===== config.mk =====
export PLATFORM = sky130hd
export DESIGN_NAME = calibration_table_interpolator
export DESIGN_NICKNAME = d
export VERILOG_FILES = /design/src/cti_pkg.sv /design/src/cti_ram.sv /design/src/cti_div.sv /design/src/calibration_table_interpolator.sv
export VERILOG_INCLUDE_DIRS = /design/src /design/src/src
export SDC_FILE = /design/constraint.sdc
export NUM_CORES = 2
export LEC_CHECK = 0
export CORE_MARGIN = 10
export CORE_UTILIZATION = 30
export CTS_CLUSTER_SIZE = 24
export DETAILED_ROUTE_END_ITERATION = 10
export DONT_BUFFER_PORTS = 1
export RECOVER_POWER = 100
export SYNTH_ARGS = -nofsm -noshare
export SYNTH_HDL_FRONTEND = slang
export SYNTH_SLANG_ARGS = --single-unit

===== constraint.sdc =====
create_clock -name clk_i -period 16.15 [get_ports clk_i]
set_clock_uncertainty 0.05 [all_clocks]
set_input_delay 3.23 -clock clk_i [delete_from_list [all_inputs] [get_ports clk_i]]
set_output_delay 3.23 -clock clk_i [all_outputs]
set_load 0.1 [all_outputs]

===== src/calibration_table_interpolator_defines.svh =====
// Assertion helpers for the interpolator RTL.
`ifndef CALIBRATION_TABLE_INTERPOLATOR_DEFINES_SVH
`define CALIBRATION_TABLE_INTERPOLATOR_DEFINES_SVH

// Same-cycle implication, off during reset.
`define CTI_ASSERT_IMP(lbl, clk, rst_n, ante, cons, msg) \
  lbl: assert property (@(posedge clk) disable iff (!rst_n) (ante) |-> (cons)) else $error(msg);

// Next-cycle implication, off during reset.
`define CTI_ASSERT_NXT(lbl, clk, rst_n, ante, cons, msg) \
  lbl: assert property (@(posedge clk) disable iff (!rst_n) (ante) |=> (cons)) else $error(msg);

`endif


===== src/cti_pkg.sv =====
`default_nettype none

package cti_pkg;

  localparam int VoltWidth        = 24;
  localparam int TempWidth        = 24;
  localparam int ProdWidth        = VoltWidth + TempWidth;
  localparam int IndexWidth       = 4;
  localparam int PointsWidth      = 5;
  localparam int MaxPointsDefault = 16;

  localparam logic [TempWidth-1:0] TempMax = {TempWidth{1'b1}};

  typedef enum logic {
    CMD_LOAD    = 1'b0,
    CMD_CONVERT = 1'b1
  } cmd_e;

  typedef enum logic [1:0] {
    ST_OK   = 2'd0,
    ST_FEW  = 2'd1,
    ST_FLAT = 2'd2,
    ST_SAT  = 2'd3
  } status_e;

  typedef enum logic [3:0] {
    FSM_IDLE,
    FSM_SCAN,
    FSM_SEL,
    FSM_RDA,
    FSM_RDB,
    FSM_DIFF,
    FSM_MUL,
    FSM_DIV
  } fsm_state_e;

  typedef struct packed {
    cmd_e                        cmd;
    logic [IndexWidth-1:0]       point_index;
    logic signed [VoltWidth-1:0] sample_voltage;
    logic [TempWidth-1:0]        point_temperature;
  } item_t;

  typedef struct packed {
    logic [TempWidth-1:0] temperature_out;
    status_e              status;
    logic                 extrapolated;
  } result_t;

endpackage

`default_nettype wire


===== src/cti_ram.sv =====
`default_nettype none

module cti_ram #(
  parameter int Width = 8,
  parameter int Depth = 16
) (
  input  logic                     clk_i,
  input  logic                     we_i,
  input  logic [$clog2(Depth)-1:0] waddr_i,
  input  logic [Width-1:0]         wdata_i,
  input  logic [$clog2(Depth)-1:0] raddr_i,
  output logic [Width-1:0]         rdata_o
);

  logic [Width-1:0] mem_q [Depth];
  logic [Width-1:0] rdata_q;

  always_ff @(posedge clk_i) begin
    if (we_i) begin
      mem_q[waddr_i] <= wdata_i;
    end
    rdata_q <= mem_q[raddr_i];
  end

  assign rdata_o = rdata_q;

endmodule

`default_nettype wire


===== src/cti_div.sv =====
`default_nettype none

// Restoring radix-2 divider, one quotient bit per cycle.
module cti_div (
  input  logic                           clk_i,
  input  logic                           rst_ni,
  input  logic                           start_i,
  input  logic [cti_pkg::ProdWidth-1:0]  dividend_i,
  input  logic [cti_pkg::VoltWidth-1:0]  divisor_i,
  output logic                           done_o,
  output logic [cti_pkg::ProdWidth-1:0]  quotient_o
);
  import cti_pkg::*;

  localparam int CntW = $clog2(ProdWidth);
  localparam logic [CntW-1:0] LastStep = CntW'(ProdWidth - 1);

  logic                 active_q;
  logic                 done_q;
  logic [CntW-1:0]      cnt_q;
  logic [VoltWidth-1:0] rem_q;
  logic [VoltWidth-1:0] div_q;
  logic [ProdWidth-1:0] quo_q;

  logic [VoltWidth:0]   trial;
  logic [VoltWidth:0]   diff;
  logic                 ge;

  assign trial = {rem_q, quo_q[ProdWidth-1]};
  assign ge    = trial >= {1'b0, div_q};
  assign diff  = trial - {1'b0, div_q};

  always_ff @(posedge clk_i or negedge rst_ni) begin
    if (!rst_ni) begin
      active_q <= 1'b0;
      done_q   <= 1'b0;
      cnt_q    <= '0;
    end else begin
      done_q <= 1'b0;
      if (start_i) begin
        active_q <= 1'b1;
        cnt_q    <= '0;
      end else if (active_q) begin
        cnt_q <= cnt_q + 1'b1;
        if (cnt_q == LastStep) begin
          active_q <= 1'b0;
          done_q   <= 1'b1;
        end
      end
    end
  end

  // Shift the dividend out of the quotient register as quotient bits enter.
  always_ff @(posedge clk_i) begin
    if (start_i) begin
      rem_q <= '0;
      div_q <= divisor_i;
      quo_q <= dividend_i;
    end else if (active_q) begin
      rem_q <= ge ? diff[VoltWidth-1:0] : trial[VoltWidth-1:0];
      quo_q <= {quo_q[ProdWidth-2:0], ge};
    end
  end

  assign done_o     = done_q;
  assign quotient_o = quo_q;

endmodule

`default_nettype wire


===== src/calibration_table_interpolator.sv =====
// Load item: the zero result strobes in the cycle after the transfer.
// Convert item: the time taken is set by the table scan (one RAM read per used point)
// and the bit-serial divider with its 48-bit quotient; a flat segment skips the divider,
// and fewer than two points skip the scan. One item at a time.
// Results strobe for one cycle and cannot be stalled. Reset is asynchronous and
// active low; it clears points_in_use and control, while the table RAMs keep contents.
`default_nettype none

module calibration_table_interpolator #(
  parameter int MaxPoints = cti_pkg::MaxPointsDefault
) (
  input  logic                            clk_i,
  input  logic                            rst_ni,
  input  logic                            start,
  output logic                            busy,
  input  cti_pkg::item_t                  item_i,
  output logic                            result_valid_o,
  output cti_pkg::result_t                result_o,
  input  logic                            cfg_valid_i,
  output logic                            cfg_ready_o,
  input  logic [cti_pkg::PointsWidth-1:0] cfg_data_i
);
  import cti_pkg::*;

`include "calibration_table_interpolator_defines.svh"

  localparam int AddrW = $clog2(MaxPoints);
  localparam int CntW  = $clog2(MaxPoints + 1);

  // ---------------------------------------------------------------------------
  // Registers
  // ---------------------------------------------------------------------------
  fsm_state_e state_q, state_d;

  logic [PointsWidth-1:0] points_q;        // points_in_use configuration register
  logic [CntW-1:0]        n_q, n_d;        // clamped point count for this item
  logic [CntW-1:0]        scan_q, scan_d;  // next table entry to read during the scan
  logic [CntW-1:0]        cnt_q, cnt_d;    // points at or below the sample
  logic                   chk_vld_q, chk_vld_d;
  logic                   chk_first_q, chk_first_d;
  logic                   chk_last_q, chk_last_d;
  logic                   extr_q, extr_d;
  logic                   out_valid_q, out_valid_d;
  result_t                out_q, out_d;

  logic signed [VoltWidth-1:0] v_q, v_d;    // sample under conversion
  logic [AddrW-1:0]            k_q, k_d;    // chosen segment
  logic signed [VoltWidth-1:0] v1_q, v1_d;
  logic signed [VoltWidth-1:0] v2_q, v2_d;
  logic [TempWidth-1:0]        t1_q, t1_d;
  logic [TempWidth-1:0]        t2_q, t2_d;
  logic [TempWidth-1:0]        dtm_q, dtm_d;  // |T[k+1] - T[k]|
  logic [VoltWidth-1:0]        dxm_q, dxm_d;  // |v - V[k]|
  logic [VoltWidth-1:0]        dvm_q, dvm_d;  // |V[k+1] - V[k]|
  logic                        neg_q, neg_d;  // sign of the correction term

  // ---------------------------------------------------------------------------
  // Table RAMs: written by load items in idle, read only while converting, so
  // reads and writes never meet on one entry; busy is the interlock.
  // ---------------------------------------------------------------------------
  logic                 accept;
  logic                 idx_ok;
  logic                 ram_we;
  logic [AddrW-1:0]     ram_waddr;
  logic [AddrW-1:0]     ram_raddr;
  logic [VoltWidth-1:0] volt_rd;
  logic [TempWidth-1:0] temp_rd;

  assign accept    = start && !busy;
  assign idx_ok    = 32'(item_i.point_index) < 32'(MaxPoints);
  assign ram_we    = accept && (item_i.cmd == CMD_LOAD) && idx_ok;
  assign ram_waddr = AddrW'(item_i.point_index);

  cti_ram #(
    .Width (VoltWidth),
    .Depth (MaxPoints)
  ) u_volt_ram (
    .clk_i   (clk_i),
    .we_i    (ram_we),
    .waddr_i (ram_waddr),
    .wdata_i (item_i.sample_voltage),
    .raddr_i (ram_raddr),
    .rdata_o (volt_rd)
  );

  cti_ram #(
    .Width (TempWidth),
    .Depth (MaxPoints)
  ) u_temp_ram (
    .clk_i   (clk_i),
    .we_i    (ram_we),
    .waddr_i (ram_waddr),
    .wdata_i (item_i.point_temperature),
    .raddr_i (ram_raddr),
    .rdata_o (temp_rd)
  );

  // ---------------------------------------------------------------------------
  // Divider: |dt| * |dx| / |dv|, the product registered inside the divider.
  // ---------------------------------------------------------------------------
  logic                 div_start;
  logic                 div_done;
  logic [ProdWidth-1:0] prod;
  logic [ProdWidth-1:0] quo;

  assign div_start = (state_q == FSM_MUL);
  assign prod      = dtm_q * dxm_q;

  cti_div u_div (
    .clk_i      (clk_i),
    .rst_ni     (rst_ni),
    .start_i    (div_start),
    .dividend_i (prod),
    .divisor_i  (dvm_q),
    .done_o     (div_done),
    .quotient_o (quo)
  );

  // ---------------------------------------------------------------------------
  // Combinational helpers
  // ---------------------------------------------------------------------------
  logic [CntW-1:0]      n_eff;   // points_in_use clamped to the table depth
  logic [CntW-1:0]      k_full;
  logic [AddrW-1:0]     k_sel;
  logic [VoltWidth:0]   dv_w;
  logic [VoltWidth:0]   dx_w;
  logic [TempWidth:0]   dt_w;
  logic [VoltWidth:0]   dv_abs;
  logic [VoltWidth:0]   dx_abs;
  logic [TempWidth:0]   dt_abs;
  logic [ProdWidth:0]   t1_ext;
  logic [ProdWidth:0]   sum_w;
  logic [ProdWidth:0]   quo_ext;

  assign n_eff = (32'(points_q) > 32'(MaxPoints)) ? CntW'(MaxPoints) : CntW'(points_q);

  // Segment is count minus one, held within 0..n-2.
  always_comb begin
    k_full = (cnt_q == '0) ? '0 : cnt_q - 1'b1;
    if (k_full > n_q - CntW'(2)) begin
      k_full = n_q - CntW'(2);
    end
    k_sel = k_full[AddrW-1:0];
  end

  assign dv_w   = {v2_q[VoltWidth-1], v2_q} - {v1_q[VoltWidth-1], v1_q};
  assign dx_w   = {v_q[VoltWidth-1], v_q} - {v1_q[VoltWidth-1], v1_q};
  assign dt_w   = {1'b0, t2_q} - {1'b0, t1_q};
  assign dv_abs = dv_w[VoltWidth] ? (VoltWidth+1)'(0) - dv_w : dv_w;
  assign dx_abs = dx_w[VoltWidth] ? (VoltWidth+1)'(0) - dx_w : dx_w;
  assign dt_abs = dt_w[TempWidth] ? (TempWidth+1)'(0) - dt_w : dt_w;

  assign t1_ext  = (ProdWidth+1)'(t1_q);
  assign quo_ext = {1'b0, quo};
  assign sum_w   = t1_ext + quo_ext;

  // ---------------------------------------------------------------------------
  // Sequencer: next state, RAM address, datapath updates and result
  // ---------------------------------------------------------------------------
  always_comb begin
    state_d     = state_q;
    n_d         = n_q;
    scan_d      = scan_q;
    cnt_d       = cnt_q;
    chk_vld_d   = 1'b0;
    chk_first_d = chk_first_q;
    chk_last_d  = chk_last_q;
    extr_d      = extr_q;
    out_valid_d = 1'b0;
    out_d       = out_q;
    v_d         = v_q;
    k_d         = k_q;
    v1_d        = v1_q;
    v2_d        = v2_q;
    t1_d        = t1_q;
    t2_d        = t2_q;
    dtm_d       = dtm_q;
    dxm_d       = dxm_q;
    dvm_d       = dvm_q;
    neg_d       = neg_q;
    ram_raddr   = '0;

    case (state_q)
      FSM_IDLE: begin
        if (accept) begin
          if (item_i.cmd == CMD_LOAD) begin
            // Load: the RAM write (for an index within the table) happens this edge, the result is all zero.
            out_valid_d = 1'b1;
            out_d       = '0;
          end else if (n_eff < CntW'(2)) begin
            out_valid_d           = 1'b1;
            out_d                 = '0;
            out_d.status          = ST_FEW;
          end else begin
            n_d     = n_eff;
            v_d     = item_i.sample_voltage;
            scan_d  = '0;
            cnt_d   = '0;
            extr_d  = 1'b0;
            state_d = FSM_SCAN;
          end
        end
      end

      // Issue one read per used point; check each word the cycle after.
      FSM_SCAN: begin
        ram_raddr = scan_q[AddrW-1:0];
        if (scan_q < n_q) begin
          chk_vld_d   = 1'b1;
          chk_first_d = (scan_q == '0);
          chk_last_d  = (scan_q == n_q - 1'b1);
          scan_d      = scan_q + 1'b1;
        end
        if (chk_vld_q) begin
          if ($signed(volt_rd) <= v_q) begin
            cnt_d = cnt_q + 1'b1;
          end
          if (chk_first_q && (v_q < $signed(volt_rd))) begin
            extr_d = 1'b1;
          end
          if (chk_last_q && (v_q > $signed(volt_rd))) begin
            extr_d = 1'b1;
          end
          if (chk_last_q) begin
            state_d = FSM_SEL;
          end
        end
      end

      FSM_SEL: begin
        ram_raddr = k_sel;
        k_d       = k_sel;
        state_d   = FSM_RDA;
      end

      FSM_RDA: begin
        ram_raddr = k_q + 1'b1;
        v1_d      = volt_rd;
        t1_d      = temp_rd;
        state_d   = FSM_RDB;
      end

      FSM_RDB: begin
        v2_d    = volt_rd;
        t2_d    = temp_rd;
        state_d = FSM_DIFF;
      end

      FSM_DIFF: begin
        if (dv_w == '0) begin
          // Flat segment: hand back the lower point's temperature.
          out_valid_d           = 1'b1;
          out_d.temperature_out = t1_q;
          out_d.status          = ST_FLAT;
          out_d.extrapolated    = extr_q;
          state_d               = FSM_IDLE;
        end else begin
          dvm_d   = dv_abs[VoltWidth-1:0];
          dxm_d   = dx_abs[VoltWidth-1:0];
          dtm_d   = dt_abs[TempWidth-1:0];
          neg_d   = dt_w[TempWidth] ^ dx_w[VoltWidth] ^ dv_w[VoltWidth];
          state_d = FSM_MUL;
        end
      end

      FSM_MUL: begin
        state_d = FSM_DIV;
      end

      FSM_DIV: begin
        if (div_done) begin
          out_valid_d        = 1'b1;
          out_d.extrapolated = extr_q;
          out_d.status       = ST_OK;
          if (neg_q) begin
            // Subtract the correction, clip at zero.
            if (quo_ext > t1_ext) begin
              out_d.temperature_out = '0;
              out_d.status          = ST_SAT;
            end else begin
              out_d.temperature_out = t1_q - quo[TempWidth-1:0];
            end
          end else begin
            // Add the correction, clip at full scale.
            if (sum_w > (ProdWidth+1)'(TempMax)) begin
              out_d.temperature_out = TempMax;
              out_d.status          = ST_SAT;
            end else begin
              out_d.temperature_out = sum_w[TempWidth-1:0];
            end
          end
          state_d = FSM_IDLE;
        end
      end

      default: begin
        state_d = FSM_IDLE;
      end
    endcase
  end

  // Control state.
  always_ff @(posedge clk_i or negedge rst_ni) begin
    if (!rst_ni) begin
      state_q     <= FSM_IDLE;
      points_q    <= '0;
      chk_vld_q   <= 1'b0;
      out_valid_q <= 1'b0;
    end else begin
      state_q     <= state_d;
      chk_vld_q   <= chk_vld_d;
      out_valid_q <= out_valid_d;
      if (cfg_valid_i && cfg_ready_o) begin
        points_q <= cfg_data_i;
      end
    end
  end

  // Payload and datapath registers.
  always_ff @(posedge clk_i) begin
    n_q         <= n_d;
    scan_q      <= scan_d;
    cnt_q       <= cnt_d;
    chk_first_q <= chk_first_d;
    chk_last_q  <= chk_last_d;
    extr_q      <= extr_d;
    out_q       <= out_d;
    v_q         <= v_d;
    k_q         <= k_d;
    v1_q        <= v1_d;
    v2_q        <= v2_d;
    t1_q        <= t1_d;
    t2_q        <= t2_d;
    dtm_q       <= dtm_d;
    dxm_q       <= dxm_d;
    dvm_q       <= dvm_d;
    neg_q       <= neg_d;
  end

  // ---------------------------------------------------------------------------
  // Ports
  // ---------------------------------------------------------------------------
  assign busy           = (state_q != FSM_IDLE);
  assign cfg_ready_o    = !busy;
  assign result_valid_o = out_valid_q;
  assign result_o       = out_q;

  // ---------------------------------------------------------------------------
  // Assertions
  // ---------------------------------------------------------------------------
  `CTI_ASSERT_IMP(a_result_only_idle, clk_i, rst_ni, result_valid_o, !busy,
    "result strobe while a conversion is still running")
  `CTI_ASSERT_NXT(a_load_zero_result, clk_i, rst_ni,
    start && !busy && item_i.cmd == CMD_LOAD,
    result_valid_o && result_o.temperature_out == '0 && result_o.status == ST_OK
      && !result_o.extrapolated,
    "load transfer did not give a zero result next cycle")
  `CTI_ASSERT_IMP(a_div_done_in_div, clk_i, rst_ni, div_done, state_q == FSM_DIV,
    "divider finished outside the divide state")
  `CTI_ASSERT_IMP(a_scan_two_points, clk_i, rst_ni, state_q == FSM_SCAN, n_q >= CntW'(2),
    "table scan started with fewer than two points")

endmodule

`default_nettype wire

==> metrics.csv <==
metric;value;unit
outcome;complete, but fails checks;
violated checks;capacitance limit, slew limit;
antenna violations before repair;13;
DRT Pass-1 Iters;6;
TritonCTS clock tree;done;
clock sinks;1172;
GRT Total Usage;14.8;%
Nets;6907;
die height;516;µm
Crit path required time;16.60;ns
Top Ports;92;
row count;181;
ranking of synthesized cells by area;edfxtp_1 44%, fa_1 13%, ha_1 6.6%;
H-tree depth;3;
post-CTS sizing;0;
actual slew at the worst max-slew pin;4.43;ns
largest net degree at the start of global routing;138;
design area;0.0811;mm²
Worst Setup Slack post-DPL;7.35;ns
minimum clock period after layout;9.10;ns
Synth Net Count;6995;
Core Region;0.244;mm²
Netlist cell types;96;
Area Overhead vs Synth;9.95;%
Startpoint Class;flop;
Fin. Hold Viols;0;
register bit total from synthesis;1172;
Synth Area in Adders;19.8;%
wl on met1;85800;µm
dpl cell area;0.0775;mm²
post-CTS setup buffer count;0;
die area;0.266;mm²
routed vias;47307;
CTS Root Cell;clkbuf_16;
Final WS setup;7.05;ns
CP max stage cell;edfxtp_1;
largest family of logic cells by synthesized area;adder cells;
Worst-path clk slew;0.06;ns
vias in the first global route;48625;
DRT Wirelength;200000;µm
Bufs on Longest Clock Path;3;
synth warn;0;
area share of xor/xnor cells in the synthesized design;2.78;%
cell mode on critical path;fa_1;
Avg Cell Area, Syn;12.2;µm²
leading area contributor after synthesis;edfxtp_1;
die width;516;µm
Buf/Inv on CP;5;
CP arrival;9.56;ns
Synth Area in Simple Gates;10.3;%
crit-path max FO;24;
sequential area share after synthesis;46.6;%
Slew Viols, Final;1318;
Post-CTS Hold Fix Bufs;0;
FFs w/ async S/R, synth;1.54;%
wire per inst;21.6;µm
Port Buffers;0;
max_slew headroom;-196;%
Final Wtd Congestion;0.909;
ratio of final minimum period to clock period;56.4;%
residual DRC count;0;
multiplexer share of the synthesized area;6.31;%
CTS Buf Count;115;
Final HPWL DP;137000;µm
Cells after Synth;6058;
Synth top area share;44.0;%
initial core utilization;30.2;%
Clock Latency Late Sink;0.76;ns
Setup Crit Path Kind;flop to flop;
WL met2;94800;µm
max_cap viols;34;
Post-synth EDFFs;1082;
global-route wire length before repair;305000;µm
wire length on met3;14200;µm
CP cell instances;and2_1 -> fa_1 -> fa_1 -> inv_1 -> fa_1 -> fa_1 -> inv_1 -> fa_1 -> fa_1 -> inv_1 -> fa_1 -> inv_1 -> ha_1 -> and3_1 -> and2_0 -> a221oi_1 -> nand2_1 -> o221ai_1 -> o21ai_0 -> nor4_1 -> clkbuf_1 -> nor4_1 -> or4_1 -> a221o_1;
Antenna Nets Post-Route;0;
worst min path class;flop to flop;
layout cell share with drive strength beyond 1;7.87;%
violation count after the first detailed-route iteration;3856;
Fill cells;23842;
fmax;0.110;GHz
Setup TNS;0;ns
Worst Setup End Kind;flop;
gr ovfl total;0;
max incr delay on CP;1.07;ns
Synth Area in Compound Gates;8.74;%
Top FF cell, synth;edfxtp_1;
Via density;5.10;
final core utilization;33.3;%
cell family with the largest share of critical-path delay;adder cells;
Max Used Layer;met5;
RSZ-0062 raised after global routing;no;
Cell Area, Synth;0.0738;mm²
final setup fails;0;
final timing paths:
path	from	end	slack, ns	cells past startpoint
worst max-delay path	dtm_q[12]$_DFFE_PP_	u_div.quotient_o[47]$_DFFE_PP_	7.05	24
worst min-delay path	dvm_q[3]$_DFFE_PP_	u_div.div_q[3]$_DFFE_PP_	0.37	0
worst max register to register	dtm_q[12]$_DFFE_PP_	u_div.quotient_o[47]$_DFFE_PP_	7.05	24
worst min register to register	dvm_q[3]$_DFFE_PP_	u_div.div_q[3]$_DFFE_PP_	0.37	0
max in group asynchronous	rst_ni	u_div.cnt_q[2]$_DFFE_PN0P_	13.79	0
min in group asynchronous	rst_ni	points_q[0]$_DFFE_PN0P_	2.16	0
synth_stat cells (all sizes together) (9+ instances only):
| master | count |
|---|---|
| o22ai | 20 |
| xnor2 | 163 |
| or4 | 10 |
| a311oi | 10 |
| nand4 | 47 |
| nor2 | 220 |
| nor3 | 70 |
| fa | 488 |
| buf | 48 |
| o211ai | 23 |
| a211oi | 36 |
| and2 | 310 |
| o31a | 9 |
| mux2i | 21 |
| a21o | 79 |
| xor2 | 71 |
| a2111oi | 13 |
| o21ai | 198 |
| a31oi | 39 |
| a21boi | 13 |
| or3 | 51 |
| ha | 387 |
| and4 | 10 |
| inv | 784 |
| o21a | 40 |
| a21oi | 194 |
| nand2b | 34 |
| and3 | 27 |
| o211a | 10 |
| o31ai | 34 |
| nand3 | 59 |
| a211o | 9 |
| or2 | 20 |
| mux4 | 192 |
| nor2b | 38 |
| o41ai | 12 |
| nor4 | 43 |
| a22oi | 109 |
| edfxtp | 1082 |
| o21bai | 32 |
| nand2 | 558 |
| dfrtp | 18 |
| mux2 | 11 |
| clkbuf | 232 |
| dfxtp | 72 |
state kept, by name (all words and copies together) (netlist names), 24 cells and up:
signal              cells
dtm_q                  24
dvm_q                  24
dxm_q                  24
result_o               27
t1_q                   24
t2_q                   24
u_div.div_q            24
u_div.quotient_o       48
u_div.rem_q            24
u_temp_ram.mem_q      384
u_temp_ram.rdata_o     24
u_volt_ram.mem_q      384
u_volt_ram.rdata_o     24
v1_q                   24
v2_q                   24
v_q                    24
cell families after synthesis:
| logic type | count (synthesis) |
|---|---|
| adders and majority gates | 875 |
| AOI/OAI and AO/OA | 961 |
| buffers and inverters | 1065 |
| DFF | 1172 |
| and+or+nand+nor | 1527 |
| muxes | 224 |
| xor gates and xnor gates | 234 |
through the flow:
step,hold slack (ns),instances
finish,0.368,9280
global route,0.370,9277
CTS,0.366,9274
detailed placement,0.355,9055
global placement,0.355,9055
floorplan,0.350,6058
per-layer routing:
metal / up-vias / track usage, %
li1: 21161 / -
met1: 24291 / 19.8
met2: 1578 / 24.3
met3: 269 / 2.80
met4: 8 / 4.16
met5: - / 0
cells in the final DEF (no fill, tap or decap), drive strengths merged, types with 20 or more instances in the layout:
cell,instances
a211oi,36
a21o,79
a21oi,194
a22oi,109
a31oi,39
and2,310
and3,27
buf,43
clkbuf,191
clkinv,43
dfxtp,72
edfxtp,1082
fa,488
ha,387
inv,792
mux2i,21
mux4,192
nand2,558
nand2b,34
nand3,59
nand4,47
nor2,220
nor2b,38
nor3,70
nor4,43
o211ai,23
o21a,40
o21ai,198
o21bai,32
o22ai,20
o31ai,34
or2,20
or3,51
xnor2,163
xor2,71
layout make-up:
cell class	instances	area [µm²]	area share, %
Antenna cell	6	15.0	0.0185
Clock buffer	159	3220	3.97
Clock inverter	60	646	0.796
Inverter	785	2950	3.63
Multi-Input combinational cell	3821	35400	43.7
Sequential cell	1172	34400	42.4
Tap cell	3202	4010	4.94
Timing Repair Buffer	75	475	0.586
Power is left out: the tool's default activity adds up to more than one toggle a clock period on the data nets, which glitch-free logic cannot reach.
